## src/hdl/ecg_pkg.sv

```systemverilog
// shared types, constants and curve tables of the easing curve generator
package ecg_pkg;

    localparam int VALUE_BITS_DEF = 16;
    localparam int COUNT_BITS_DEF = 16;
    localparam int CFG_DATA_W     = 32;
    localparam int CFG_IDX_W      = 2;
    localparam int Q_W            = 17;
    localparam int RAD_W          = 34;
    localparam int ROOT_W         = 17;
    localparam int REM_W          = 19;
    localparam int DL_DEPTH       = 13;
    localparam int ECG_LATENCY    = 40;
    localparam logic [4:0] SEL_LAST = 5'd21;

    localparam logic [Q_W-1:0] ONE_Q16  = 17'h10000;
    localparam logic [Q_W-1:0] HALF_Q16 = 17'h08000;

    typedef enum logic [CFG_IDX_W-1:0] {
        CFG_CURVE,
        CFG_START,
        CFG_END,
        CFG_TOTAL
    } t_cfg_idx;

    typedef enum logic [2:0] {
        FAM_QUAD,
        FAM_CUBIC,
        FAM_QUART,
        FAM_QUINT,
        FAM_SINE,
        FAM_EXPO,
        FAM_CIRC,
        FAM_LINEAR
    } t_fam;

    typedef enum logic [1:0] {
        MODE_IN,
        MODE_OUT,
        MODE_INOUT
    } t_mode;

    typedef struct packed {
        logic valid;
        logic at_end;
    } t_ctl;

    // cosine over a quarter turn, q16
    localparam logic [Q_W-1:0] COS_TAB [17] = '{
        17'd65536, 17'd65220, 17'd64277, 17'd62714, 17'd60547, 17'd57798,
        17'd54491, 17'd50660, 17'd46341, 17'd41576, 17'd36410, 17'd30893,
        17'd25080, 17'd19024, 17'd12785, 17'd6424,  17'd0
    };

    // 2^(-k/16), q16
    localparam logic [Q_W-1:0] EXP_TAB [17] = '{
        17'd65536, 17'd62757, 17'd60097, 17'd57549, 17'd55109, 17'd52773,
        17'd50535, 17'd48393, 17'd46341, 17'd44376, 17'd42495, 17'd40693,
        17'd38968, 17'd37316, 17'd35734, 17'd34219, 17'd32768
    };

endpackage

```

## src/hdl/ecg_div.sv

```systemverilog
// pipelined restoring divider for progress = count * 2^16 / total
module ecg_div
    import ecg_pkg::*;
#(
    parameter int COUNT_BITS = COUNT_BITS_DEF
) (
    input  logic                  i_clk,
    input  logic                  i_rst_n,
    input  t_ctl                  i_ctl,
    input  logic [COUNT_BITS-1:0] i_cnt,
    input  logic [COUNT_BITS-1:0] i_tot,
    output t_ctl                  o_ctl,
    output logic [Q_W-1:0]        o_quo
);

    t_ctl                  r_ctl [Q_W];
    logic [COUNT_BITS-1:0] r_rem [Q_W];
    logic [Q_W-1:0]        r_quo [Q_W];

    // one quotient bit per stage, msb first
    for (genvar k = 0; k < Q_W; k++) begin : g_stage
        logic [COUNT_BITS:0] a;
        logic [COUNT_BITS:0] diff;
        logic [Q_W-1:0]      q_in;
        t_ctl                c_in;
        logic                ge;

        if (k == 0) begin : g_first
            assign a    = {1'b0, i_cnt};
            assign q_in = '0;
            assign c_in = i_ctl;
        end else begin : g_next
            assign a    = {r_rem[k-1], 1'b0};
            assign q_in = r_quo[k-1];
            assign c_in = r_ctl[k-1];
        end

        assign ge   = a >= {1'b0, i_tot};
        assign diff = a - {1'b0, i_tot};

        always_ff @(posedge i_clk) begin
            if (!i_rst_n) begin
                r_ctl[k] <= '0;
            end else begin
                r_ctl[k] <= c_in;
            end
        end

        always_ff @(posedge i_clk) begin
            r_rem[k] <= ge ? diff[COUNT_BITS-1:0] : a[COUNT_BITS-1:0];
            r_quo[k] <= {q_in[Q_W-2:0], ge};
        end
    end

    assign o_ctl = r_ctl[Q_W-1];
    assign o_quo = r_quo[Q_W-1];

endmodule

```

## config.mk

```make
export PLATFORM = sky130hd
export DESIGN_NAME = ecg_div
export DESIGN_NICKNAME = d
export VERILOG_FILES = /design/src/hdl/ecg_pkg.sv /design/src/hdl/ecg_div.sv
export SDC_FILE = /design/constraint.sdc
export NUM_CORES = 1
export LEC_CHECK = 0
export BUFFER_PORTS_ARGS = -buffer_cell sky130_fd_sc_hd__buf_2
export CELL_PAD_IN_SITES_DETAIL_PLACEMENT = 0
export CELL_PAD_IN_SITES_GLOBAL_PLACEMENT = 1
export CORE_MARGIN = 8
export CORE_UTILIZATION = 45
export DETAILED_ROUTE_END_ITERATION = 6
export PLACE_DENSITY = 0.73
export SLEW_MARGIN = 40
export SYNTH_ARGS = -nofsm -noshare
export SYNTH_HDL_FRONTEND = slang
export SYNTH_SLANG_ARGS = --single-unit
```

## constraint.sdc

```tcl
create_clock -name i_clk -period 8.9 [get_ports i_clk]
set_input_delay 1.335 -clock i_clk [delete_from_list [all_inputs] [get_ports i_clk]]
set_output_delay 1.335 -clock i_clk [all_outputs]
set_load 0.02 [all_outputs]
```

After elaboration in Yosys (flattened, before gate mapping)
Memories as Yosys holds them, arrays and structs flattened.
Cells that the tools add are included.
{ "totals": {"mem_bits_ro": 0, "ff_bits": 0, "latch_bits": 0, "input_bits": 36, "out_inout_bits": 19, "ram_bits": 595, "wordCells": 90, "memories": 3} }
{ "memory_table": {"columns": ["memory", "depth", "width", "read_ports", "rd_clocked_by_memory_dff", "wr", "line", "rtl"], "rows": [
  ["r_quo", 17, 17, 17, 0, 17, "ecg_div.sv:18", "logic [Q_W-1:0] r_quo [Q_W];"],
  ["r_rem", 17, 16, 16, 0, 17, "ecg_div.sv:17", "logic [COUNT_BITS-1:0] r_rem [Q_W];"],
  ["r_ctl", 17, 2, 17, 0, 17, "ecg_div.sv:16", "t_ctl r_ctl [Q_W];"]
]} }
{ "op_classes": {"n_eq_ne": 0, "n_lt_le_gt_ge": 17, "n_mul": 0, "div": 0, "bitwise": 17, "add_sub_neg": 17, "n_shift": 0, "n_reduce_logical": 0, "muxes": 36} }
{ "op_table": {"columns": ["cell", "count"], "rows": [
  ["$ge 17x16->1", 16],
  ["$mux 16", 17],
  ["$sub 16x16->16", 17],
  ["$mux 2", 17],
  ["$or 1x1->1", 17],
  ["$ge 16x16->1", 1],
  ["$mux 1", 2]
]} }

Logic depth before layout (Yosys ltp)
An unclocked memory read counts as a cell.
{ "depth": {"depth_word": 3, "ltp_mapped": 13, "ltp_nobuf": 12} }

Worst setup path before layout
OpenSTA, ideal clock, no wires.
{ "synth_timing": {"path_kind": "input port to flip-flop", "start": "in i_tot[1]", "end": "mem r_rem[0][232] (netlist name)", "path_slack_ps": 4813, "path_stages": 11, "t_arrival_ps": 3966, "setup_ps": 121, "required_ps": 8779, "cell_sequence": "inv_1 ha_1 nor2b_1 o21ai_0 o211a_1 a21oi_1 a211o_1 a31o_2 o21bai_2 buf_2 mux2_2"} }
{ "synth_lines": {"columns": ["item", "line", "rtl"], "rows": [
  ["start: declaration", "ecg_div.sv:11", "input logic [COUNT_BITS-1:0] i_tot,"],
  ["end: declaration", "ecg_div.sv:17", null]
]} }

==> results by group <==
Hold path
  • Hold Path Stages: 0
  • Hold Crit Class: reg2reg
  • Hold_sp: r_quo[9][1]
  • Hold Path Sink: r_quo[10][2]

Detailed routing
  • DR top layer: met4
  • DRT iter0 DRCs: 856
  • WL/cell: 16.7 um
  • Routed via count: 18200
  • Vias per cell: 5.52
  • ANT nets after route: 0
  • Post-route DRC: 0
  • Wl on met1: 25.4 mm
  • Metal2 WL: 26.0 mm
  • Drt first pass iters: 6
  • Met3 wire length: 2.28 mm
  • Drt total wl: 55.2 mm

Timing
  • Count of pins over their slew limit: 0
  • Slew margin rel.: 47.3%
  • Min Tclk post-route: 4.42 ns
  • Slew @ Worst Pin: 0.771 ns
  • RSZ-0062 raised after global routing: no
  • WHS: 0.321 ns
  • Final worst slack: 4.48 ns
  • Period utilization: 49.6%
  • Final setup skew: 0.0212 ns
  • Setup TNS: 0 ns
  • Final Hold Viols: 0
  • Setup-failing EPs final: 0
  • Fmax: 226 MHz

Power
  • Total power draw: 11.8 mW
  • Switch share: 37.8%
  • Leak pwr: 11.6 nW
  • Combinational group share of total power: 52.1%
  • Net Switching: 4.46 mW
  • Sequential share of power: 29.2%
  • Power Internal: 7.34 mW
  • Clock network power share: 18.7%
  • Power per standard cell area: 439 nW/um2
  • Max rail drop VDD: 0.259 mV

Synth
  • Synth async-reset ratio: 0%
  • Syn_nets: 2814
  • Syn avg cell area: 9.63 um2
  • Post-synthesis register bit count: 443
  • Register area share after synthesis: 37.0%
  • Synth unique cells: 86
  • Synth top area share: 37.0%
  • YS warnings: 0
  • Post-synth top area cell: dfxtp_1
  • Post-synth EDFFs: 0
  • Top FF cell, synth: dfxtp_1
  • Mapped cell area: 24000 um2
  • Synth top area cells: dfxtp_1, ha_1, mux2_2, xnor2_1, a21oi_1
  • Post-synthesis cell count: 2491

Global route
  • Initial antenna violation count: 1
  • Largest net degree at the start of global routing: 35
  • Final global-route overflow total: 0
  • Total track usage: 17.9%
  • First-pass GRT wire length: 89.9 mm
  • Number of global-route vias before repair: 17800

CTS
  • CTS Hold Buffers Added: 0
  • Post-CTS Setup Bufs: 0
  • Cts repair resizes: 0
  • Sink Count: 443
  • CTS Buffer Depth: 3
  • CTS Buf Count: 49
  • TritonCTS clock tree: yes
  • Number of H-tree branching levels: 2
  • Skew-Pair Late Insertion Delay: 0.59 ns
  • Root buf cell: clkbuf_16
  • CTS clock-pin slew for the worst setup and hold paths: 0.06 ns

Setup path
  • CP delay by family, top: simple AND/OR/NAND/NOR gates
  • Arr. time, crit path: 4.89 ns
  • CP Launch Type: input port
  • WP data required: 9.37 ns
  • CP peak stage delay: 0.44 ns
  • Crit end category: register
  • Worst r2r src: r_rem[0][45]
  • Most common cell on crit path: ha_1
  • CP cell instances: buf_2 > buf_4 > inv_2 > ha_1 > ha_1 > nand4_1 > nor3_1 > or4_1 > or3_1 > a31oi_1 > or2_2 > inv_1 > mux2_2
  • Worst R2R Setup Slack: 5.67 ns
  • Reg2reg path depth: 9
  • WS Path Type: in2reg
  • Critical path's slowest cell: or4_1
  • Crit-path max FO: 17
  • CP Buf/Inv Count: 4
  • Reg-to-reg endpoint: r_rem[0][52]

Status
  • Status: complete, no violations

Run
  • Max-cap viol count: 0

Placed design
  • Routability cong.: 0.842
  • HPWL after DPL: 40.3 mm
  • Setup WS pre-CTS: 3.78 ns
  • Input/output buffers: 54
  • Cell count after placement: 3211

Final layout
  • Commonest non-fill, non-tap cell in the layout: dfxtp_1
  • Most frequent cells in the layout: dfxtp_1, ha_1, nor2_1
  • Layout Cells excl Fill: 3300
  • Fill count: 4886
  • # diodes: 0
  • # nets final: 2897
  • Area growth syn-to-layout: 12.1%
  • Share of cells above drive strength 1: 14.1%

Die
  • Rows: 84
  • Die X: 247 um
  • Initial Util: 45.5%
  • Core area: 52700 um2
  • Die height: 247 um
  • Ports: 55
  • Die Area: 60900 um2
power by group through the flow:
stage          clock network (mW)  registers, mW  logic [mW]
5_1_grt                      2.37           3.54        6.90
3_5_place_dp                    0           3.50        6.08
3_3_place_gp                    0           3.52        5.95
6_report                     2.21           3.45        6.14
2_1_floorplan                   0           3.32        5.03
4_1_cts                      2.28           3.47        6.13
cell type report:
class                   count  area [um2]  share of cell area [%]
well taps                 688         861                    3.20
flip-flops and latches    443        8870                    33.0
clock inverters            28         405                    1.51
inverters                  89         334                    1.24
multi-input cells        1921       14700                    54.5
clock buffers              61        1370                    5.11
repair buffers             70         390                    1.45
per-layer routing:
layer	GRT usage, %	up-vias
met2	30.7	334
met3	2.91	102
met1	22.8	8535
li1	-	9232
met4	5.46	0
met5	0	-
cell usage after synthesis (all sizes together), types with 4 or more instances:
library cell and count:
a2111oi 8, a211o 8, a211oi 30, a21boi 12, a21o 59, a21oi 161
a221oi 5, a31o 4, a31oi 17, and2 48, and3 9, and4 4
buf 18, clkbuf 20, dfxtp 443, fa 16, ha 271, inv 88
mux2 162, mux2i 19, nand2 158, nand2b 28, nand3 48, nand3b 5
nand4 30, nor2 162, nor2b 48, nor3 61, nor3b 7, nor4 17
o2111ai 4, o211ai 15, o21a 50, o21ai 136, o21ba 4, o21bai 15
o22ai 4, o311ai 4, o31a 13, o31ai 28, o41ai 9, or2 16
or3 22, xnor2 122, xor2 45
state kept, by name (all words and copies together), names as in the netlist:
signal / cells
r_rem: 256
r_quo: 153
r_ctl: 34
cell families after synthesis:
kind of cell | synth area share [%]
mux | 8.53
fa+ha+maj | 15.5
simple gates | 13.7
compound gates | 17.1
xor+xnor | 6.10
buf+inv | 2.15
flops | 37.0
per-stage QoR:
step / area, um2 / util (%)
2_1_floorplan: 24000 / -
3_3_place_gp: 25000 / 47.6
3_5_place_dp: 25100 / 47.6
4_1_cts: 26900 / 51.0
5_1_grt: 26900 / 51.1
6_report: 26900 / 51.1
worst max-delay path by stage:
stage          slack (ns)       endpoint     start  cells past startpoint
2_1_floorplan        4.81  r_rem[0][232]  i_tot[1]                     11
3_3_place_gp         3.47  r_rem[0][120]  i_tot[1]                     12
3_5_place_dp         3.78  r_rem[0][254]  i_tot[1]                     12
4_1_cts              4.38  r_rem[0][242]  i_tot[1]                     12
5_1_grt              4.25   r_rem[0][52]  i_tot[1]                     13
6_report             4.48   r_rem[0][76]  i_tot[1]                     13
No activity file was read; power rests on OpenSTA's default activity.
