$ cat config.mk
export PLATFORM = sky130hd
export DESIGN_NAME = ecg_sqrt
export DESIGN_NICKNAME = d
export VERILOG_FILES = /design/src/hdl/ecg_pkg.sv /design/src/hdl/ecg_sqrt.sv
export SDC_FILE = /design/constraint.sdc
export NUM_CORES = 1
export LEC_CHECK = 0
export BUFFER_PORTS_ARGS = -buffer_cell sky130_fd_sc_hd__buf_4
export CORE_AREA = 2 2 225 227
export DETAILED_ROUTE_END_ITERATION = 16
export DIE_AREA = 0 0 227 229
export PLACE_DENSITY = 0.62
export SLEW_MARGIN = 20
export SYNTH_ARGS = -nofsm -noshare
export SYNTH_HDL_FRONTEND = slang
export SYNTH_SLANG_ARGS = --single-unit
$ cat constraint.sdc
create_clock -name i_clk -period 7.25 [get_ports i_clk]
set_clock_uncertainty 0.05 [all_clocks]
set_input_delay 1.45 -clock i_clk [delete_from_list [all_inputs] [get_ports i_clk]]
set_output_delay 1.45 -clock i_clk [all_outputs]
set_load 0.01 [all_outputs]
$ cat src/hdl/ecg_pkg.sv
// shared types, constants and curve tables of the easing curve generator
package ecg_pkg;

    localparam int VALUE_BITS_DEF = 16;
    localparam int COUNT_BITS_DEF = 16;
    localparam int CFG_DATA_W     = 32;
    localparam int CFG_IDX_W      = 2;
    localparam int Q_W            = 17;
    localparam int RAD_W          = 34;
    localparam int ROOT_W         = 17;
    localparam int REM_W          = 19;
    localparam int DL_DEPTH       = 13;
    localparam int ECG_LATENCY    = 40;
    localparam logic [4:0] SEL_LAST = 5'd21;

    localparam logic [Q_W-1:0] ONE_Q16  = 17'h10000;
    localparam logic [Q_W-1:0] HALF_Q16 = 17'h08000;

    typedef enum logic [CFG_IDX_W-1:0] {
        CFG_CURVE,
        CFG_START,
        CFG_END,
        CFG_TOTAL
    } t_cfg_idx;

    typedef enum logic [2:0] {
        FAM_QUAD,
        FAM_CUBIC,
        FAM_QUART,
        FAM_QUINT,
        FAM_SINE,
        FAM_EXPO,
        FAM_CIRC,
        FAM_LINEAR
    } t_fam;

    typedef enum logic [1:0] {
        MODE_IN,
        MODE_OUT,
        MODE_INOUT
    } t_mode;

    typedef struct packed {
        logic valid;
        logic at_end;
    } t_ctl;

    // cosine over a quarter turn, q16
    localparam logic [Q_W-1:0] COS_TAB [17] = '{
        17'd65536, 17'd65220, 17'd64277, 17'd62714, 17'd60547, 17'd57798,
        17'd54491, 17'd50660, 17'd46341, 17'd41576, 17'd36410, 17'd30893,
        17'd25080, 17'd19024, 17'd12785, 17'd6424,  17'd0
    };

    // 2^(-k/16), q16
    localparam logic [Q_W-1:0] EXP_TAB [17] = '{
        17'd65536, 17'd62757, 17'd60097, 17'd57549, 17'd55109, 17'd52773,
        17'd50535, 17'd48393, 17'd46341, 17'd44376, 17'd42495, 17'd40693,
        17'd38968, 17'd37316, 17'd35734, 17'd34219, 17'd32768
    };

endpackage

$ cat src/hdl/ecg_sqrt.sv
// pipelined integer square root, one root bit per stage
module ecg_sqrt
    import ecg_pkg::*;
(
    input  logic              i_clk,
    input  logic [RAD_W-1:0]  i_rad,
    output logic [ROOT_W-1:0] o_root
);

    logic [RAD_W-1:0]  r_rad  [ROOT_W];
    logic [REM_W-1:0]  r_rem  [ROOT_W];
    logic [ROOT_W-1:0] r_root [ROOT_W];

    // each stage brings down the next bit pair of the radicand
    for (genvar k = 0; k < ROOT_W; k++) begin : g_stage
        logic [RAD_W-1:0]  rad_in;
        logic [REM_W-1:0]  rem_in;
        logic [ROOT_W-1:0] root_in;
        logic [REM_W-1:0]  a;
        logic [REM_W-1:0]  trial;
        logic              ge;

        if (k == 0) begin : g_first
            assign rad_in  = i_rad;
            assign rem_in  = '0;
            assign root_in = '0;
        end else begin : g_next
            assign rad_in  = r_rad[k-1];
            assign rem_in  = r_rem[k-1];
            assign root_in = r_root[k-1];
        end

        assign a     = {rem_in[REM_W-3:0], rad_in[RAD_W-1 -: 2]};
        assign trial = {root_in, 2'b01};
        assign ge    = a >= trial;

        always_ff @(posedge i_clk) begin
            r_rad[k]  <= {rad_in[RAD_W-3:0], 2'b00};
            r_rem[k]  <= ge ? (a - trial) : a;
            r_root[k] <= {root_in[ROOT_W-2:0], ge};
        end
    end

    assign o_root = r_root[ROOT_W-1];

endmodule

### Word-level counts from Yosys, hierarchy flattened

Memories as Yosys holds them, arrays and structs flattened.
Index checks and enable logic that the tools add are counted.

| word-level totals | value |
|---|---|
| register bits | 0 |
| output and inout bits | 17 |
| logic and storage cells | 54 |
| RAM bits | 1156 |
| bits of input ports | 35 |
| memories kept | 3 |

| cells by class | value |
|---|---|
| muxes and demuxes | 17 |
| $lt $le $gt $ge | 17 |
| add/subtract/negate cells | 17 |

Memory list:

| memory | depth | bits a word | rd ports | clocked after Yosys merged registers in | wr ports | RTL line | RTL |
|---|---|---|---|---|---|---|---|
| r_rad | 17 | 32 | 16 | 0 | 17 | ecg_sqrt.sv:10 | `logic [RAD_W-1:0] r_rad [ROOT_W];` |
| r_rem | 17 | 19 | 16 | 0 | 17 | ecg_sqrt.sv:11 | `logic [REM_W-1:0] r_rem [ROOT_W];` |
| r_root | 17 | 17 | 17 | 0 | 17 | ecg_sqrt.sv:12 | `logic [ROOT_W-1:0] r_root [ROOT_W];` |

Operators by type and width:

| cell | count |
|---|---|
| 2-to-1 mux 19 bit | 17 |
| greater-or-equal comparator 19 bit | 16 |
| subtractor 19 bit | 16 |
| subtractor 2 x 1 -> 3 bit (second input constant) | 1 |
| greater-or-equal comparator 2 x 1 -> 1 bit (second input constant) | 1 |

### Depth between registers and ports, before layout

An unclocked memory read counts as a cell.

| logic depth | value |
|---|---|
| depth in word-level cells | 3 |
| gate-level depth with buffers | 11 |
| gate-level depth less buffers | 11 |

### Worst setup path before layout

OpenSTA, ideal clock, no wires.

| path | value |
|---|---|
| path type | flip-flop to flip-flop |
| start point | memory r_root[14][3] |
| end point | memory r_rem[15][10], in the netlist r_rem[0][295] |
| buffers on the path | 0 |
| data arrival time | 2.269 ns |
| clock period less this slack | 2.443 ns |
| data required time | 7.077 ns |
| setup slack | 4.807 ns |
| library setup time | 0.123 ns |
| cell stages (with the launch flop) | 10 |
| cells stage by stage | dfxtp_1 -> inv_1 -> ha_1 -> a211oi_2 -> o21bai_1 -> o31ai_2 -> a31oi_1 -> a2111oi_4 -> inv_2 -> mux2_1 |

RTL lines:

| element | RTL line |
|---|---|
| start: declaration | ecg_sqrt.sv:12 |
| end: declaration | ecg_sqrt.sv:11 |

==> qor_table.md <==
| Metric | This run | Unit |
| --- | --- | --- |
| Layout fillers | 4424 | - |
| Share of cells above drive strength 1 | 0.0918 | - |
| Area Overhead vs Synth | 14.2 | % |
| Hold Slack | 269 | ps |
| Proportion of netlist area held by the largest area contributor | 0.555 | - |
| HPWL after detailed placement | 33200 | um |
| Remaining design rule violation count | 0 | - |
| Number of global-route vias before repair | 15692 | - |
| Cell with the most instances after synthesis | dfxtp_1 | - |
| Worst R2R Start | r_root[12][8] | - |
| Least setup slack across all paths after layout | 4080 | ps |
| Clock tree from TritonCTS | built | - |
| Ratio of final minimum period to clock period | 0.438 | - |
| Wire length of the first global-routing pass | 74600 | um |
| Result of the run | completed | - |
| Critical path origin | r_root[12][8] | - |
| Starting utilization of the core area | 0.494 | - |
| Slowest cell on crit path | nand2_1 | - |
| Cell types with the highest counts after synthesis | dfxtp_1 (679), inv_1 (205), ha_1 (170) | - |
| Hold bufs inserted after CTS | 0 | - |
| Count of input and output buffers | 51 | - |
| Final total power | 10.7 | mW |
| Total of warnings raised by yosys | 0 | - |
| Max VDD drop | 0.217 | mV |
| Total setup buffers inserted after CTS | 0 | - |
| Number of clock sinks | 679 | - |
| Highest metal layer used by the detailed router | met4 | - |
| Sequential-to-total area share from yosys stat | 0.555 | - |
| Std cell rows | 82 | - |
| Comb power frac | 0.209 | - |
| Ratio of total power to cell area | 381 | mW/mm^2 |
| Maximum clock frequency | 0.315 | GHz |
| Switching pwr | 3.09 | mW |
| First-pass DRT Iterations | 6 | - |
| Largest net degree at the start of global routing | 31 | - |
| Via count | 15946 | - |
| Flip-flop and latch count after synthesis | 679 | - |
| Cell taking the most area after synthesis | dfxtp_1 | - |
| Sum of met3 wire segment lengths after detailed routing | 2100 | um |
| Cells after Synth | 2344 | - |
| Routed metal-1 wirelength | 21300 | um |
| Worst slew pin tran | 1080 | ps |
| Placed standard-cell area | 0.0256 | mm^2 |
| Critical path class | flip-flop to flip-flop | - |
| Sum of negative setup slack | 0 | ps |
| H-tree levels | 3 | - |
| Post-Layout Cell Count | 3166 | - |
| Number of gates given a new drive strength after cts | 0 | - |
| Setup violations, final | 0 | - |
| Final critical delay including setup and external delays | 3170 | ps |
| Total detailed-routing wirelength | 44400 | um |
| Final weighted congestion in routability-driven placement | 0.874 | - |
| Beginning of the worst hold path | r_rad[0][378] | - |
| Final count of pins violating max slew | 0 | - |
| Average cell area after synthesis | 10.5 | um^2 |
| Boundary Pins | 52 | - |
| LEAKAGE | 13.3 | nW |
| Cell type group with the largest total delay on the critical path | compound AO/OA/AOI/OAI gates | - |
| Req. time, crit path | 7680 | ps |
| Routed length per placed instance | 14.0 | um |
| Buffer and inverter count on the worst path | 1 | - |
| Global-route congestion overflow total | 0 | - |
| Worst Setup End Kind | flip-flop | - |
| Chip Height | 229 | um |
| Biggest cell delay along the critical path | 700 | ps |
| Primary flip-flop cell chosen by synthesis mapping | dfxtp_1 | - |
| Switching share of total power | 0.289 | - |
| Initial antenna violation count | 0 | - |
| Number of flops mapped to enable cells by yosys | 0 | - |
| Die width | 227 | um |
| Setup repair after global routing missed its margin | no | - |
| Worst setup slack after placement | 4030 | ps |
| Via density per instance | 5.04 | - |
| Highest net fanout along the worst path | 28 | - |
| Synth top area cells | dfxtp_1 (55%), ha_1 (8.7%), xnor2_1 (3.4%) | - |
| Clock-pin slew reported for the worst setup and hold paths after clock tree synthesis | 60 | ps |
| Final hold violation count | 0 | - |
| Clock tree root driver cell | clkbuf_16 | - |
| GRT Overall Usage | 0.175 | - |
| Part of the total power dissipated in the clock network | 0.334 | - |
| Part of the power in registers | 0.457 | - |
| Total core area | 0.0497 | mm^2 |
| Synthesized Nets | 2549 | - |
| Number of distinct library cells after synthesis | 82 | - |
| Pint | 7.59 | mW |
| Class of the worst hold path | flip-flop to flip-flop | - |
| Post-route antenna net violation count | 0 | - |
| Final antenna diode count | 0 | - |
| Post-layout net count | 2643 | - |
| Design Area, Final | 0.0280 | mm^2 |
| Number of CTS-inserted buffers | 70 | - |
| Worst setup SP type | flip-flop | - |
| Initial DRC Count | 915 | - |
| Utilization after layout | 0.564 | - |
| Async set-or-reset flop fraction in the synthesized netlist | 0 | - |
| Max-slew headroom | 0.272 | - |
| Die ar. | 0.0520 | mm^2 |
| Worst-Skew Late Latency | 600 | ps |
| Clock tree buffer depth | 3 | - |
| Number of max-capacitance violations reported | 0 | - |
| Area of the mapped netlist | 0.0245 | mm^2 |
| Endpoint arrival time on the critical path | 3610 | ps |
| Met2 wire length | 20000 | um |
| Number of placed cells counting well taps | 3038 | - |
| Cells along the critical path | inv_1, ha_1, a21o_1, o21bai_1, a32o_1, a2111oi_0, nand2_1, mux2_2 | - |
## layout make-up
class,count,area (um^2),share of cell area
Clock buffer,99,2030,0.0726
Sequential cell,679,13600,0.486
Tap cell,672,841,0.0300
Clock inverter,29,330,0.0118
Inverter,206,773,0.0276
Multi-Input combinational cell,1425,10000,0.357
Timing Repair Buffer,56,420,0.0150
## registers in the layout, summed over array words and instances (netlist names)
name / cells
r_rad: 272
r_rem: 254
r_root: 153
## worst reg2reg max path, cell delays in order (launching register included)
cell and delay [ps]:
dfxtp_1 320, inv_1 50, ha_1 360, a21o_1 220, o21bai_1 160, a32o_1 280, a2111oi_0 420, nand2_1 700
mux2_2 510
## worst paths after layout
kind | depth (start not counted) | end | slack (ps)
hold reg to reg | 0 | r_rad[0][412] | 270
setup reg to reg | 8 | r_rem[0][260] | 4080
hold / removal | 0 | r_rad[0][412] | 270
setup / recovery | 8 | r_rem[0][260] | 4080
## placed cells by master (no fill, tap or decap), types with 14 or more instances in the layout
cell and instances:
nor2_1 155, xor2_1 78, dfxtp_1 679, o21a_1 43, clkbuf_16 72, nand2_1 126
clkbuf_1 14, or4_1 14, a21oi_1 141, mux2_2 26, clkinv_2 14, o21ai_0 98
nor3_1 57, nand3_1 51, inv_1 205, and3_1 14, a21o_1 55, nand4_1 19
buf_4 56, nor4_1 17, nand2b_1 19, xnor2_1 95, and2_1 14, a31oi_1 15
o31ai_1 16, ha_1 170, nor2b_1 23
## per-layer routing
metal / track usage / vias to the layer above
met5: 0 / -
met4: 0.0625 / 0
met3: 0.0332 / 78
met2: 0.285 / 295
met1: 0.232 / 7336
li1: - / 8237
## cell families (layout without fill, tap and decap cells)
| logic type | after synthesis | after routing | share of synthesized area |
|---|---|---|---|
| mux | 36 | 36 | 0.0164 |
| buf+inv | 240 | 390 | 0.0377 |
| simple gates | 574 | 574 | 0.118 |
| xor+xnor | 173 | 173 | 0.0618 |
| flops | 679 | 679 | 0.555 |
| other cells | 1 | 1 | 0.000153 |
| fa+ha+maj | 170 | 170 | 0.0868 |
| compound gates | 471 | 471 | 0.124 |
## power groups by stage
stage               Combinational, mW  Clock, mW  Sequential [mW]
finish                           2.24       3.56             4.88
global route                     2.54       3.85             4.97
global placement                 2.19          0             4.96
floorplan                        1.80          0             4.80
CTS                              2.24       3.68             4.89
detailed placement               2.22          0             4.97
No activity file was read; power rests on OpenSTA's default activity.
